`src/design/sbs_pkg.sv`:
```
// ----------------------------------------------------------------------------
// sbs_pkg
// Shared widths, operation codes and state type for the sorted table search.
// ----------------------------------------------------------------------------
package sbs_pkg;

  localparam int FUNC_W        = 1;
  localparam int INDEX_W       = 8;
  localparam int VALUE_W       = 32;
  localparam int KEY_W         = 16;
  localparam int ENTRY_COUNT_W = 9;

  localparam logic [FUNC_W-1:0] FUNC_WRITE  = 1'b0;
  localparam logic [FUNC_W-1:0] FUNC_SEARCH = 1'b1;

  typedef enum logic [1:0] {
    ST_IDLE,
    ST_PROBE,
    ST_DONE
  } sbs_state_t;

endpackage

```
`src/design/sbs_if.sv`:
```
// ----------------------------------------------------------------------------
// sbs_if
// Valid/ready channels of the sorted table search: request, result, config.
// ----------------------------------------------------------------------------
interface sbs_in_if;
  import sbs_pkg::*;

  logic                 valid;
  logic                 ready;
  logic [FUNC_W-1:0]    func;
  logic [INDEX_W-1:0]   entry_index;
  logic [VALUE_W-1:0]   entry_value;
  logic [KEY_W-1:0]     search_key;

  modport source (output valid, func, entry_index, entry_value, search_key,
                  input ready);
  modport sink   (input valid, func, entry_index, entry_value, search_key,
                  output ready);
endinterface

interface sbs_out_if;
  import sbs_pkg::*;

  logic                 valid;
  logic                 ready;
  logic                 found;
  logic [INDEX_W-1:0]   match_index;

  modport source (output valid, found, match_index, input ready);
  modport sink   (input valid, found, match_index, output ready);
endinterface

interface sbs_cfg_if;
  import sbs_pkg::*;

  logic                      valid;
  logic                      ready;
  logic [ENTRY_COUNT_W-1:0]  entry_count;

  modport source (output valid, entry_count, input ready);
  modport sink   (input valid, entry_count, output ready);
endinterface

```
`src/design/sbs_ctrl.sv`:
```
// ----------------------------------------------------------------------------
// sbs_ctrl
// Search sequencer: table loads, one probe per cycle, result register.
// ----------------------------------------------------------------------------
module sbs_ctrl #(
  parameter int TABLE_DEPTH = 256
) (
  input  logic                           clk,
  input  logic                           rst,
  sbs_in_if.sink                         req,
  sbs_cfg_if.sink                        cfg,
  sbs_out_if.source                      rsp,
  output logic                           ram_we,
  output logic [$clog2(TABLE_DEPTH)-1:0] ram_addr,
  output logic [sbs_pkg::VALUE_W-1:0]    ram_wdata,
  input  logic [sbs_pkg::VALUE_W-1:0]    ram_rdata
);
  import sbs_pkg::*;

  localparam int AW  = $clog2(TABLE_DEPTH);
  localparam int DCW = $clog2(TABLE_DEPTH + 1);
  localparam int CW  = (DCW > ENTRY_COUNT_W) ? DCW : ENTRY_COUNT_W;
  localparam logic [CW-1:0] DEPTH_C = CW'(TABLE_DEPTH);

  sbs_state_t state, state_next;

  logic [ENTRY_COUNT_W-1:0] entry_count;
  logic [CW-1:0]            count_sat;
  logic [CW-1:0]            low, low_next;
  logic [CW-1:0]            high_end, high_end_next;
  logic [AW-1:0]            mid, mid_next, mid_init;
  logic [KEY_W-1:0]         key;
  logic                     res_found;
  logic [INDEX_W-1:0]       res_index;
  logic                     req_acc;
  logic                     is_search;
  logic [CW-1:0]            widx;
  logic [CW-1:0]            mid_ext;
  logic [VALUE_W-1:0]       key_ext;
  logic                     key_lt, key_gt, hit, miss;
  logic                     rsp_free;

  function automatic logic [AW-1:0] mid_of(input logic [CW-1:0] lo,
                                           input logic [CW-1:0] hi_end);
    logic [CW:0] sum;
    sum = {1'b0, lo} + {1'b0, hi_end} - (CW+1)'(1);
    return sum[AW:1];
  endfunction

  assign req_acc   = req.valid && req.ready;
  assign is_search = (req.func == FUNC_SEARCH);
  assign count_sat = (CW'(entry_count) > DEPTH_C) ? DEPTH_C : CW'(entry_count);
  assign mid_init  = mid_of('0, count_sat);
  assign widx      = CW'(req.entry_index);
  assign mid_ext   = CW'(mid);
  assign key_ext   = VALUE_W'(key);
  assign key_lt    = key_ext < ram_rdata;
  assign key_gt    = key_ext > ram_rdata;
  assign hit       = !key_lt && !key_gt;
  assign low_next      = key_gt ? mid_ext + CW'(1) : low;
  assign high_end_next = key_lt ? mid_ext : high_end;
  assign miss      = low_next >= high_end_next;
  assign mid_next  = mid_of(low_next, high_end_next);
  assign rsp_free  = !rsp.valid || rsp.ready;
  assign cfg.ready = 1'b1;

  // next state
  always_comb begin
    state_next = state;
    case (state)
      ST_IDLE: begin
        if (req_acc && is_search) begin
          state_next = (count_sat == '0) ? ST_DONE : ST_PROBE;
        end
      end
      ST_PROBE: begin
        if (hit || miss) begin
          state_next = ST_DONE;
        end
      end
      ST_DONE: begin
        if (rsp_free) begin
          state_next = ST_IDLE;
        end
      end
      default: state_next = ST_IDLE;
    endcase
  end

  // outputs
  always_comb begin
    req.ready = 1'b0;
    ram_we    = 1'b0;
    ram_addr  = widx[AW-1:0];
    ram_wdata = req.entry_value;
    case (state)
      ST_IDLE: begin
        req.ready = 1'b1;
        if (is_search) begin
          ram_addr = mid_init;
        end else begin
          ram_we = req.valid && (widx < DEPTH_C);
        end
      end
      ST_PROBE: begin
        ram_addr = mid_next;
      end
      ST_DONE: begin
        ram_addr = mid;
      end
      default: begin
        req.ready = 1'b0;
      end
    endcase
  end

  always_ff @(posedge clk) begin
    if (rst) begin
      state       <= ST_IDLE;
      entry_count <= '0;
      rsp.valid   <= 1'b0;
    end else begin
      state <= state_next;
      if (cfg.valid) begin
        entry_count <= cfg.entry_count;
      end
      if (state == ST_DONE && rsp_free) begin
        rsp.valid <= 1'b1;
      end else if (rsp.ready) begin
        rsp.valid <= 1'b0;
      end
    end
  end

  always_ff @(posedge clk) begin
    if (state == ST_IDLE && req_acc && is_search) begin
      low       <= '0;
      high_end  <= count_sat;
      mid       <= mid_init;
      key       <= req.search_key;
      res_found <= 1'b0;
      res_index <= '0;
    end else if (state == ST_PROBE) begin
      low      <= low_next;
      high_end <= high_end_next;
      mid      <= mid_next;
      if (hit) begin
        res_found <= 1'b1;
        res_index <= mid_ext[INDEX_W-1:0];
      end
    end
    if (state == ST_DONE && rsp_free) begin
      rsp.found       <= res_found;
      rsp.match_index <= res_index;
    end
  end

endmodule

```
`src/flat_wrapper.sv`:
```
// flat-port wrapper written by rule: the top's interface ports become plain ports
module sbs_ctrl_flat import sbs_pkg::*;
#(
  parameter int TABLE_DEPTH = 256
)
  (clk, rst, ram_we, ram_addr, ram_wdata, ram_rdata, req_valid, req_func, req_entry_index, req_entry_value, req_search_key, req_ready, cfg_valid, cfg_entry_count, cfg_ready, rsp_valid, rsp_found, rsp_match_index, rsp_ready);
  sbs_in_if req_i ();
  sbs_cfg_if cfg_i ();
  sbs_out_if rsp_i ();
  input  logic clk;
  input  logic rst;
  output logic ram_we;
  output logic [$clog2(TABLE_DEPTH)-1:0] ram_addr;
  output logic [sbs_pkg::VALUE_W-1:0] ram_wdata;
  input  logic [sbs_pkg::VALUE_W-1:0] ram_rdata;
  input wire logic [$bits(req_i.valid)-1:0] req_valid;
  input wire logic [$bits(req_i.func)-1:0] req_func;
  input wire logic [$bits(req_i.entry_index)-1:0] req_entry_index;
  input wire logic [$bits(req_i.entry_value)-1:0] req_entry_value;
  input wire logic [$bits(req_i.search_key)-1:0] req_search_key;
  output wire logic [$bits(req_i.ready)-1:0] req_ready;
  input wire logic [$bits(cfg_i.valid)-1:0] cfg_valid;
  input wire logic [$bits(cfg_i.entry_count)-1:0] cfg_entry_count;
  output wire logic [$bits(cfg_i.ready)-1:0] cfg_ready;
  output wire logic [$bits(rsp_i.valid)-1:0] rsp_valid;
  output wire logic [$bits(rsp_i.found)-1:0] rsp_found;
  output wire logic [$bits(rsp_i.match_index)-1:0] rsp_match_index;
  input wire logic [$bits(rsp_i.ready)-1:0] rsp_ready;
  assign req_i.valid = req_valid;
  assign req_i.func = req_func;
  assign req_i.entry_index = req_entry_index;
  assign req_i.entry_value = req_entry_value;
  assign req_i.search_key = req_search_key;
  assign req_ready = req_i.ready;
  assign cfg_i.valid = cfg_valid;
  assign cfg_i.entry_count = cfg_entry_count;
  assign cfg_ready = cfg_i.ready;
  assign rsp_valid = rsp_i.valid;
  assign rsp_found = rsp_i.found;
  assign rsp_match_index = rsp_i.match_index;
  assign rsp_i.ready = rsp_ready;
  sbs_ctrl #(.TABLE_DEPTH(TABLE_DEPTH)) u_core (.clk(clk), .rst(rst), .req(req_i), .cfg(cfg_i), .rsp(rsp_i), .ram_we(ram_we), .ram_addr(ram_addr), .ram_wdata(ram_wdata), .ram_rdata(ram_rdata));
endmodule
```
`config.mk`:
```
export PLATFORM = sky130hd
export DESIGN_NAME = sbs_ctrl_flat
export DESIGN_NICKNAME = d
export VERILOG_FILES = /design/src/design/sbs_pkg.sv /design/src/design/sbs_if.sv /design/src/design/sbs_ctrl.sv /design/src/flat_wrapper.sv
export SDC_FILE = /design/constraint.sdc
export NUM_CORES = 1
export LEC_CHECK = 0
export BUFFER_PORTS_ARGS = -buffer_cell sky130_fd_sc_hd__buf_2
export CORE_UTILIZATION = 55
export DETAILED_ROUTE_END_ITERATION = 12
export PLACE_DENSITY_LB_ADDON = 0.05
export SLEW_MARGIN = 30
export SYNTH_ARGS = -nofsm -noshare
export SYNTH_HDL_FRONTEND = slang
export SYNTH_SLANG_ARGS = --single-unit
```
`constraint.sdc`:
```
create_clock -name clk -period 12.2 [get_ports clk]
set_input_delay 0.61 -clock clk [delete_from_list [all_inputs] [get_ports clk]]
set_output_delay 0.61 -clock clk [all_outputs]
set_load 0.05 [all_outputs]
```
==> flow_summary_export.csv <==
group,metric,value,unit
status,status,"complete, no violations",
finish,layout_common_cells,"90 x buf_2, 50 x nor2_1, 42 x nand2_1, 42 x ha_1, 42 x edfxtp_1",
synthesis,synth_area,4660,µm²
pwr,vdd_drop_max,0.141,mV
placed_design,dp_hpwl,7.78,mm
finish,n_antenna_cell,0,
timing,fin_tns_setup,0,ns
timing,clock_skew,0.00976,ns
synthesis,ys_ff_latch,72,
drt,drt_wl_total,10.3,mm
timing,fmax,180,MHz
job,maxCapViolations,0,
clock_tree,clk_path_buf_depth,2,
synthesis,syn_avg_cell_area,9.73,µm²
synthesis,synth_cells,479,
finish,fin_nets,680,
clock_tree,cts_tree,"yes",
timing,final.period_utilization,45.6,%
clock_tree,path_clk_slew,0.08,ns
timing,worst_pin_slew,0.857,ns
clock_tree,cts-root-buf,"clkbuf_8",
placed_design,portBuffers,90,
timing,setup_viol,0,
worst_setup_path,path_max_fanout,10,
synthesis,synth_edf_count,42,
global_routing,antenna_found_initial,0,
finish,fillers,726,
worst_setup_path,worst_ep_arrival_time,4.95,ns
clock_tree,clock_latency,0.36,ns
drt,first_pass_iters,4,
timing,hold_viol_final,0,
drt,drcViolationCount,0,
timing,drv_slew,0,
global_routing,use_met3,4.13,%
finish,instances_no_fill,644,
global_routing,grt_max_degree,44,
global_routing,top_usage_layer,"met2",
drt,wire_per_inst,15.9,µm
floorplan,row_count,33,
clock_tree,cts_sinks,72,
floorplan,die-area,8840,µm²
timing,max_slew_margin,42.7,%
hold_path,hold_path_class,"in -> reg",
placed_design,dp.cells,628,
global_routing,grtUsageTotal,25.0,%
pwr,p_leak,2.30,nW
global_routing,grt.met2_usage,43.1,%
finish,areaGrowthSynthToFinish,10.7,%
synthesis,syn-num-nets,625,
clock_tree,cts_resized,0,
synthesis,synth-async-reset-ratio,0,%
synthesis,ys_seq_area_share,40.0,%
synthesis,synthFlopType,"edfxtp_1",
timing,grt_setup_unrepaired,"no",
timing,min_period,5.56,ns
drt,vias_per_cell,5.63,
clock_tree,cts_setup_buffers,0,
floorplan,io_pins,156,
finish,design_area,5160,µm²
global_routing,first_global_vias,3446,
drt,postRouteAntennaNets,0,
global_routing,globalRoute.totalOverflow,0,
timing,hold_slack,0.426,ns
floorplan,initial_utilization,56.7,%
clock_tree,ctsHoldBuffers,0,
drt,drt_iter0_markers,146,
worst_setup_path,critPathKind,"reg -> out",
finish,final_common_cell,"buf_2",
clock_tree,htreeDepth,3,
global_routing,grt_pass1_wl,16.6,mm
synthesis,synth_warnings,0,
clock_tree,numCtsBuffers,9,
floorplan,die_width,94.0,µm
floorplan,core_area,8220,µm²
floorplan,die_y,94.0,µm
worst_setup_path,required,11.59,ns
finish,drive_gt1_share,23.7,%
placed_design,gp_congestion,0.854,
worst_setup_path,crit_path_end_kind,"output pin",
placed_design,place_area,4960,µm²
worst_setup_path,start_kind,"flop",
global_routing,met1_usage,30.7,%
pwr,power.density,174,nW/µm²
synthesis,ys_types,51,
drt,vias,3625,
-- logic make-up (layout without fill, tap and decap cells) --
group	after synthesis	count (layout)	synth area share (%)
multiplexers	47	47	11.8
adder cells (fa/ha/maj)	43	43	11.7
flip-flops	72	72	40.0
XOR/XNOR	17	17	3.20
other	1	1	0.0805
AND/OR/NAND/NOR	134	134	13.0
buffers and inverters	86	146	9.75
AO/OA/AOI/OAI	79	79	10.6
-- metrics by stage --
| step | total power [mW] | util, % | setup WS (ns) |
|---|---|---|---|
| 2_1_floorplan | 0.638 | - | 7.32 |
| 3_3_place_gp | 0.696 | 60.3 | 6.45 |
| 3_5_place_dp | 0.705 | 60.3 | 6.66 |
| 4_1_cts | 0.904 | 62.8 | 6.57 |
| 5_1_grt | 0.957 | 62.8 | 6.32 |
| 6_report | 0.897 | 62.8 | 6.64 |
-- layer usage --
| metal | wire, µm | up-vias | share of wire [%] |
|---|---|---|---|
| li1 | - | 1766 | - |
| met1 | 4240 | 1692 | 41 |
| met2 | 5050 | 132 | 49 |
| met3 | 686 | 35 | 6.7 |
| met4 | 292 | 0 | 2.8 |
| met5 | 0 | - | 0 |
-- sequential cells by signal (all words and copies together), names as in the netlist --
register                cells
u_core.key                 16
u_core.entry_count          9
u_core.high_end             9
u_core.low                  9
u_core.mid                  8
u_core.res_index            8
u_core.rsp.match_index      8
u_core.state                2
u_core.res_found            1
u_core.rsp.found            1
u_core.rsp.valid            1
-- area by class of cell --
class,count,area [µm²],area share (%)
tap,105,131,2.55
clock inverter,7,77.6,1.50
clock buffer,9,124,2.40
timing repair buffer,94,480,9.32
sequential,72,1860,36.1
inverter,36,135,2.62
multi-input combinational,321,2350,45.5
-- synth_stat cells, drive strengths merged (2+ instances only) --
library cell  number  area, µm²
edfxtp            42       1260
clkinv             2       7.51
nor4               8       62.6
ha                42        526
o21ai             19       95.1
xnor2             10       87.6
mux4               6        135
o211ai             2       15.0
and2               2       12.5
nand2b             3       18.8
a211oi             4       35.0
and3               3       20.0
mux2               2       22.5
buf               39        278
nand2             43        164
clkbuf            11       41.3
mux2i             39        390
a21oi             32        160
inv               34        128
nor2              50        188
xor2               7       61.3
a31oi              2       12.5
a21o               8       61.3
nor2b              4       25.0
nor3               4       20.0
nand3             10       50.1
dfxtp             30        601
nand4              6       37.5
a221o              2       20.0
-- report_power, final --
group	switching [mW]	internal (mW)	total [mW]
combinational	0.219	0.146	0.366
sequential	0.0390	0.297	0.336
clock	0.0988	0.0965	0.195
total	0.357	0.540	0.897
-- worst max-delay path, cell delays in order, from the launching register on --
cell and delay, ns:
edfxtp_1 0.38, ha_1 0.32, nand4_1 0.23, nor3_1 0.25
a21oi_1 0.16, a21oi_2 0.59, mux2i_1 0.36, ha_1 0.30
ha_1 0.36, and3_1 0.20, a221o_1 0.34, o41ai_2 0.24
xnor2_1 0.13, mux4_2 0.49, buf_2 0.23
-- worst paths after layout --
path	start	end	slack, ns	cells after the start
min	req_search_key[0]	u_core.key[0]	0.43	1
max reg2reg	u_core.key[15]	u_core.mid[6]	7.83	15
max	u_core.key[15]	ram_addr[7]	6.64	14
min reg2reg	u_core.res_found	u_core.rsp.found	0.44	0
Note: power is estimated with default switching activity, not from simulation.
